==> src/hsv_pkg.sv <==
`timescale 1ns / 1ps
// constants and types for the hsv to rgb converter
// no dependencies; used by the stream interfaces and the top level
package hsv_pkg;

    localparam int HUE_W = 15;
    localparam int CH_W  = 8;

    // one 60 degree sector in hue steps (6 fraction bits)
    localparam logic [11:0] SECT_STEPS  = 12'd3840;
    localparam logic [14:0] FULL_CIRCLE = 15'd23040;
    // 255 * 3840, full scale of a channel before the divide
    localparam logic [19:0] DENOM       = 20'd979200;
    // the divide by DENOM is a shift by 8 then a divide by 3825
    localparam logic [11:0] DIV_LO      = 12'd3825;
    // floor(2^32 / 3825)
    localparam logic [20:0] RECIP       = 21'd1122867;

    typedef enum logic [2:0] {
        SEC_R_TO_Y = 3'd0,
        SEC_Y_TO_G = 3'd1,
        SEC_G_TO_C = 3'd2,
        SEC_C_TO_B = 3'd3,
        SEC_B_TO_M = 3'd4,
        SEC_M_TO_R = 3'd5
    } t_sector;

    typedef logic [2:0][11:0] t_weight3;
    typedef logic [2:0][19:0] t_wide3;
    typedef logic [2:0][8:0]  t_est3;

endpackage

==> src/hsv_stream_ifs.sv <==
`timescale 1ns / 1ps
// valid/ready stream interfaces for hsv pixels in and rgb pixels out
// depends on hsv_pkg for the field widths
interface hsv_pix_if;
    logic                         valid;
    logic                         ready;
    logic [hsv_pkg::HUE_W-1:0]    hue;
    logic [hsv_pkg::CH_W-1:0]     saturation;
    logic [hsv_pkg::CH_W-1:0]     value;

    modport source (output valid, hue, saturation, value, input ready);
    modport sink   (input valid, hue, saturation, value, output ready);
endinterface

interface rgb_pix_if;
    logic                         valid;
    logic                         ready;
    logic [hsv_pkg::CH_W-1:0]     red;
    logic [hsv_pkg::CH_W-1:0]     green;
    logic [hsv_pkg::CH_W-1:0]     blue;

    modport source (output valid, red, green, blue, input ready);
    modport sink   (input valid, red, green, blue, output ready);
endinterface

==> src/hsv_to_rgb_converter.sv <==
`timescale 1ns / 1ps
// hsv to rgb converter, six register stages, one pixel per clock
// depends on hsv_pkg and the stream interfaces in hsv_stream_ifs.sv
// throughput: one pixel per cycle; the whole pipe holds while the output is stalled
// reset (synchronous, active low) clears the stage valid bits only
module hsv_to_rgb_converter (
    input  logic       i_clk,
    input  logic       i_rst_n,
    hsv_pix_if.sink    i_pix,
    rgb_pix_if.source  o_pix
);

    localparam int NSTG = 6;

    logic [NSTG-1:0] r_vld;
    logic            w_adv;

    // stage 1: hue wrap, sector, offset in sector
    hsv_pkg::t_sector r_sector, n_sector;
    logic [11:0]      r_f, n_f;
    logic [7:0]       r_s1, r_v1;
    // stage 2: per-channel weight 3840 - k
    hsv_pkg::t_weight3 r_d, n_d;
    logic [7:0]        r_s2, r_v2;
    // stage 3: 979200 - s*d
    hsv_pkg::t_wide3   r_t, n_t;
    logic [7:0]        r_v3;
    // stage 4: (v*t) >> 8
    hsv_pkg::t_wide3   r_x4, n_x4;
    // stage 5: reciprocal estimate of x / 3825
    hsv_pkg::t_wide3   r_x5;
    hsv_pkg::t_est3    r_est, n_est;
    // stage 6: corrected quotient
    logic [2:0][7:0]   r_q, n_q;
    logic [2:0][20:0]  w_rem;

    logic [14:0] w_hw;
    logic [14:0] w_base;
    logic [11:0] w_up;
    logic [27:0] w_p [3];
    logic [40:0] w_prod [3];

    assign w_adv       = !r_vld[NSTG-1] || o_pix.ready;
    assign i_pix.ready = w_adv;

    // stage 1
    always_comb begin
        w_hw = (i_pix.hue >= hsv_pkg::FULL_CIRCLE) ?
               i_pix.hue - hsv_pkg::FULL_CIRCLE : i_pix.hue;
        if (w_hw < 15'd3840) begin
            n_sector = hsv_pkg::SEC_R_TO_Y;
            w_base   = 15'd0;
        end else if (w_hw < 15'd7680) begin
            n_sector = hsv_pkg::SEC_Y_TO_G;
            w_base   = 15'd3840;
        end else if (w_hw < 15'd11520) begin
            n_sector = hsv_pkg::SEC_G_TO_C;
            w_base   = 15'd7680;
        end else if (w_hw < 15'd15360) begin
            n_sector = hsv_pkg::SEC_C_TO_B;
            w_base   = 15'd11520;
        end else if (w_hw < 15'd19200) begin
            n_sector = hsv_pkg::SEC_B_TO_M;
            w_base   = 15'd15360;
        end else begin
            n_sector = hsv_pkg::SEC_M_TO_R;
            w_base   = 15'd19200;
        end
        n_f = 12'(w_hw - w_base);
    end

    // stage 2: chroma gets 0, zero gets 3840, rising x gets 3840-f, falling x gets f
    always_comb begin
        w_up = hsv_pkg::SECT_STEPS - r_f;
        case (r_sector)
            hsv_pkg::SEC_R_TO_Y: n_d = {hsv_pkg::SECT_STEPS, w_up, 12'd0};
            hsv_pkg::SEC_Y_TO_G: n_d = {hsv_pkg::SECT_STEPS, 12'd0, r_f};
            hsv_pkg::SEC_G_TO_C: n_d = {w_up, 12'd0, hsv_pkg::SECT_STEPS};
            hsv_pkg::SEC_C_TO_B: n_d = {12'd0, r_f, hsv_pkg::SECT_STEPS};
            hsv_pkg::SEC_B_TO_M: n_d = {12'd0, hsv_pkg::SECT_STEPS, w_up};
            default:             n_d = {r_f, hsv_pkg::SECT_STEPS, 12'd0};
        endcase
    end

    // stages 3 to 6, one lane per channel
    always_comb begin
        for (int c = 0; c < 3; c++) begin
            n_t[c]    = hsv_pkg::DENOM - (20'(r_s2) * 20'(r_d[c]));
            w_p[c]    = 28'(r_v3) * 28'(r_t[c]);
            n_x4[c]   = w_p[c][27:8];
            w_prod[c] = 41'(r_x4[c]) * 41'(hsv_pkg::RECIP);
            n_est[c]  = w_prod[c][40:32];
            // estimate is the true quotient or one short of it
            w_rem[c]  = 21'(r_x5[c]) - (21'(r_est[c]) * 21'(hsv_pkg::DIV_LO));
            n_q[c]    = (w_rem[c] >= 21'(hsv_pkg::DIV_LO)) ?
                        8'(r_est[c] + 9'd1) : r_est[c][7:0];
        end
    end

    always_ff @(posedge i_clk) begin
        if (!i_rst_n) begin
            r_vld <= '0;
        end else if (w_adv) begin
            r_vld <= {r_vld[NSTG-2:0], i_pix.valid};
        end
    end

    always_ff @(posedge i_clk) begin
        if (w_adv) begin
            r_sector <= n_sector;
            r_f      <= n_f;
            r_s1     <= i_pix.saturation;
            r_v1     <= i_pix.value;
            r_d      <= n_d;
            r_s2     <= r_s1;
            r_v2     <= r_v1;
            r_t      <= n_t;
            r_v3     <= r_v2;
            r_x4     <= n_x4;
            r_x5     <= r_x4;
            r_est    <= n_est;
            r_q      <= n_q;
        end
    end

    assign o_pix.valid = r_vld[NSTG-1];
    assign o_pix.red   = r_q[0];
    assign o_pix.green = r_q[1];
    assign o_pix.blue  = r_q[2];

    a_f_in_sector: assert property (@(posedge i_clk) disable iff (!i_rst_n)
        r_vld[0] |-> r_f < hsv_pkg::SECT_STEPS)
        else $error("hue offset outside its sector");

    a_weight_range: assert property (@(posedge i_clk) disable iff (!i_rst_n)
        r_vld[1] |-> (r_d[0] <= hsv_pkg::SECT_STEPS && r_d[1] <= hsv_pkg::SECT_STEPS
                      && r_d[2] <= hsv_pkg::SECT_STEPS))
        else $error("channel weight above one sector");

    a_est_one_off: assert property (@(posedge i_clk) disable iff (!i_rst_n)
        r_vld[4] |-> (w_rem[0] < 21'd7650 && w_rem[1] < 21'd7650 && w_rem[2] < 21'd7650))
        else $error("reciprocal estimate off by more than one");

    a_stall_holds: assert property (@(posedge i_clk) disable iff (!i_rst_n)
        !w_adv |=> $stable(r_vld) && $stable(r_q))
        else $error("pipeline moved during output stall");

endmodule
==> src/flat_wrapper.sv <==
// flat-port wrapper written by rule: the top's interface ports become plain ports
module hsv_to_rgb_converter_flat 
  (i_clk, i_rst_n, i_pix_valid, i_pix_hue, i_pix_saturation, i_pix_value, i_pix_ready, o_pix_valid, o_pix_red, o_pix_green, o_pix_blue, o_pix_ready);
  hsv_pix_if i_pix_i ();
  rgb_pix_if o_pix_i ();
  input  logic i_clk;
  input  logic i_rst_n;
  input wire logic [$bits(i_pix_i.valid)-1:0] i_pix_valid;
  input wire logic [$bits(i_pix_i.hue)-1:0] i_pix_hue;
  input wire logic [$bits(i_pix_i.saturation)-1:0] i_pix_saturation;
  input wire logic [$bits(i_pix_i.value)-1:0] i_pix_value;
  output wire logic [$bits(i_pix_i.ready)-1:0] i_pix_ready;
  output wire logic [$bits(o_pix_i.valid)-1:0] o_pix_valid;
  output wire logic [$bits(o_pix_i.red)-1:0] o_pix_red;
  output wire logic [$bits(o_pix_i.green)-1:0] o_pix_green;
  output wire logic [$bits(o_pix_i.blue)-1:0] o_pix_blue;
  input wire logic [$bits(o_pix_i.ready)-1:0] o_pix_ready;
  assign i_pix_i.valid = i_pix_valid;
  assign i_pix_i.hue = i_pix_hue;
  assign i_pix_i.saturation = i_pix_saturation;
  assign i_pix_i.value = i_pix_value;
  assign i_pix_ready = i_pix_i.ready;
  assign o_pix_valid = o_pix_i.valid;
  assign o_pix_red = o_pix_i.red;
  assign o_pix_green = o_pix_i.green;
  assign o_pix_blue = o_pix_i.blue;
  assign o_pix_i.ready = o_pix_ready;
  hsv_to_rgb_converter u_core (.i_clk(i_clk), .i_rst_n(i_rst_n), .i_pix(i_pix_i), .o_pix(o_pix_i));
endmodule
==> config.mk <==
export PLATFORM = sky130hd
export DESIGN_NAME = hsv_to_rgb_converter_flat
export DESIGN_NICKNAME = d
export VERILOG_FILES = /design/src/hsv_pkg.sv /design/src/hsv_stream_ifs.sv /design/src/hsv_to_rgb_converter.sv /design/src/flat_wrapper.sv
export SDC_FILE = /design/constraint.sdc
export NUM_CORES = 2
export LEC_CHECK = 0
export ABC_AREA = 1
export BUFFER_PORTS_ARGS = -buffer_cell sky130_fd_sc_hd__buf_2
export CORE_ASPECT_RATIO = 1.5
export CORE_UTILIZATION = 35
export CTS_CLUSTER_DIAMETER = 100
export DETAILED_ROUTE_END_ITERATION = 10
export PLACE_DENSITY = 0.54
export SKIP_LAST_GASP = 1
export SLEW_MARGIN = 20
export SYNTH_ARGS = -nofsm -noshare
export SYNTH_HDL_FRONTEND = slang
export SYNTH_SLANG_ARGS = --single-unit
==> constraint.sdc <==
create_clock -name i_clk -period 12.12 [get_ports i_clk]
set_clock_uncertainty 0.1 [all_clocks]
set_input_delay 2.424 -clock i_clk [delete_from_list [all_inputs] [get_ports i_clk]]
set_output_delay 2.424 -clock i_clk [all_outputs]
set_load 0.05 [all_outputs]
==> out/metrics.yaml <==
route:
  wl_per_cell_um: 14.71
  vias: 47010
  initialDrtViolationCount: 1797
  ant_nets: 0
  wl_um: 148000
  drc: 0
  first_pass_iters: 6
  via_per_inst: 4.672
clocking:
  ctsHoldBuffers: 0
  postCtsSetupBuffers: 0
  cts.sinks: 328
  cts_buffers: 43
  cts_tree: "done"
  clock_latency_ns: 0.64
  cts.path.max_buffers: 3
  cts_resized: 0
  htree_num_levels: 2
  clockRootBuffer: "clkbuf_16"
  clkTransAtPathRegs_ns: 0.06
timing:
  fin_crit_sh: 0.5322
  worst_pin_slew_ns: 0.9379
  setup_tns_ns: 0
  drv_slew: 0
  min_period_ns: 6.450
  hold-worst-slack_ns: 0.3148
  final_hold_viol_count: 0
  max_slew_margin: 0.3747
  fmax_ghz: 0.1550
  rsz0062_at_grt: "no"
  finalSetupViolations: 0
yosys:
  netlist_instances: 7670
  synth_compound_area_frac: 0.05767
  synth_mux_area_frac: 0
  ys_ff_latch: 328
  syn_area_um2: 63960
  synth_seq_area_share: 0.1530
  ys_top_cells_by_area: "fa_1, ha_1, edfxtp_1"
  synth_top_family_by_area: "adder cells"
  synth_area_leader_cell: "fa_1"
  synth_top_cell_area_share: 0.2789
  synth_xor_area_frac: 0.02451
  syn-num-nets: 9628
  synthSimpleGateAreaFrac: 0.1499
  yosysUniqueCellTypes: 61
  async_flop_share: 0
  synth-main-ff-cell: "edfxtp_1"
  syn_avg_cell_area_um2: 8.339
  synth-adder-area-share: 0.4807
  synth_edf_count: 322
  yosysWarnings: 0
cells_and_area:
  multi_input_area_um2: 45590
  seqCellArea_um2: 9789
  n_fill_cell: 18590
  area_growth_pct: 6.518
  nNetsFinal: 9574
  drive_above_1_share: 0.03007
global_routing:
  grt_max_degree: 146
  grt_first_pass_wirelength_um: 248700
  track_usage: 0.1652
  grt_pass1_vias: 51230
  antenna_found_initial: 1
  gr-total-overflow: 0
floorplanning:
  start_util: 0.3536
  fp.dieH_um: 525.6
  core_area_um2: 180900
  io_pins: 61
  dieArea_um2: 184500
  die_x_um: 351.0
  num_rows: 191
worst_hold_path:
  hold_class: "register to register"
  whs_path_depth: 0
critical_path:
  critPathRequiredTime_ns: 9.60
  criticalPathCategory: "input pin to primary output"
  startpoint_type: "input pin"
  endpoint_kind: "primary output"
  critPathMaxFanout: 90
  r2r_cells: 18
  cp.arrival_ns: 3.93
placed_design:
  gp_congestion: 0.8943
  port_buffers: 60
  place.detailed.hpwl_um: 124000
run_status:
  status: "complete, no violations"
flow_run:
  drv_cap: 0
## registers in the layout, indices dropped and copies added (netlist names), 12 cells and up
signal / flops
u_core.r_d: 36
u_core.r_est: 27
u_core.r_t: 60
u_core.r_x4: 60
u_core.r_x5: 60
u_core.r_f: 12
## critical path, cell delays in order
cell,delay (ns)
buf_2,0.10
nor2_1,0.49
inv_8,0.35
buf_2,0.40
## final cells by class
| type | count | area share |
|---|---|---|
| multi-input combinational | 5081 | 0.6692 |
| tap | 2412 | 0.04430 |
| sequential | 328 | 0.1437 |
| inverter | 2081 | 0.1148 |
| clock buffer | 48 | 0.01607 |
| timing repair buffer | 81 | 0.006905 |
| antenna | 1 | 0.00003673 |
| clock inverter | 31 | 0.005050 |
## cells in the final DEF, fill, tap and decap left out, types with 28 or more instances in the layout
master,netlist,final
a21oi_1,277,277
a31oi_1,33,33
buf_2,6,60
clkbuf_16,0,43
edfxtp_1,322,322
fa_1,891,891
ha_1,1032,1032
inv_1,2071,2070
nand2_1,1590,1590
nand3_1,183,183
nand4_1,52,52
nor2_1,347,347
nor3_1,60,60
nor4_1,28,28
o21ai_0,155,155
xnor2_1,40,40
xor2_1,139,139
## cell usage after synthesis (4+ instances only)
master        n
or2_2        16
clkbuf_2     62
o21ai_0     155
nand3b_1     14
a21oi_1     277
nor4_1       28
fa_1        891
inv_2         8
a221oi_1      5
o21a_1       17
o221ai_1     12
nand3_2       4
edfxtp_1    322
buf_1        21
nand2_1    1590
a21o_1       25
nor2_2       12
o22ai_1      21
buf_2         6
clkbuf_1     89
a21oi_2       4
nand3_1     183
a31oi_1      33
xor2_1      139
xnor2_1      40
dfxtp_1       6
o2111ai_1     8
nor3_1       60
and2_1        4
nand4_1      52
o211ai_1     13
o21ai_2       7
a211oi_1      9
inv_1      2071
ha_1       1032
o21ai_1      10
a21boi_0      5
nor2_1      347
nand2_2      14
o21bai_1     25
## per-stage QoR
step | setup WS, ns | utilization | cells | instance area, um2
2_1_floorplan | 0.5154 | - | 7670 | 63960
3_3_place_gp | 5.742 | 0.3686 | 9983 | 66690
3_5_place_dp | 5.709 | 0.3686 | 9983 | 66690
4_1_cts | 5.715 | 0.3766 | 10060 | 68130
5_1_grt | 5.560 | 0.3766 | 10060 | 68130
6_report | 5.670 | 0.3766 | 10060 | 68130
## cell families (layout without fill, tap and decap cells)
| kind of cell | Yosys count | count (layout) |
|---|---|---|
| AOI/OAI and AO/OA | 639 | 639 |
| xor gates and xnor gates | 179 | 179 |
| adders and majority gates | 1923 | 1923 |
| buffers and inverters | 2261 | 2241 |
| DFF | 328 | 328 |
| other | 0 | 1 |
| and+or+nand+nor | 2340 | 2340 |
## per-layer routing
| metal | global-route usage | part of all wire | vias up |
|---|---|---|---|
| met4 | 0.04844 | 0.028 | 0 |
| met1 | 0.1837 | 0.40 | 22930 |
| met2 | 0.3262 | 0.55 | 533 |
| met5 | 0 | 0 | - |
| li1 | - | - | 23340 |
| met3 | 0.01252 | 0.020 | 215 |
## path summary, 6_finish.rpt
path | start | end | slack (ns)
max reg2reg | u_core.r_x4[49] | u_core.r_est[26] | 6.15
min reg2reg | u_core.r_v2[5] | u_core.r_v3[5] | 0.31
max | o_pix_ready | i_pix_ready | 5.67
min | u_core.r_v2[5] | u_core.r_v3[5] | 0.31
Power is not shown: default switching activity piles up to over one toggle a cycle in this logic, so the estimate is an artifact.
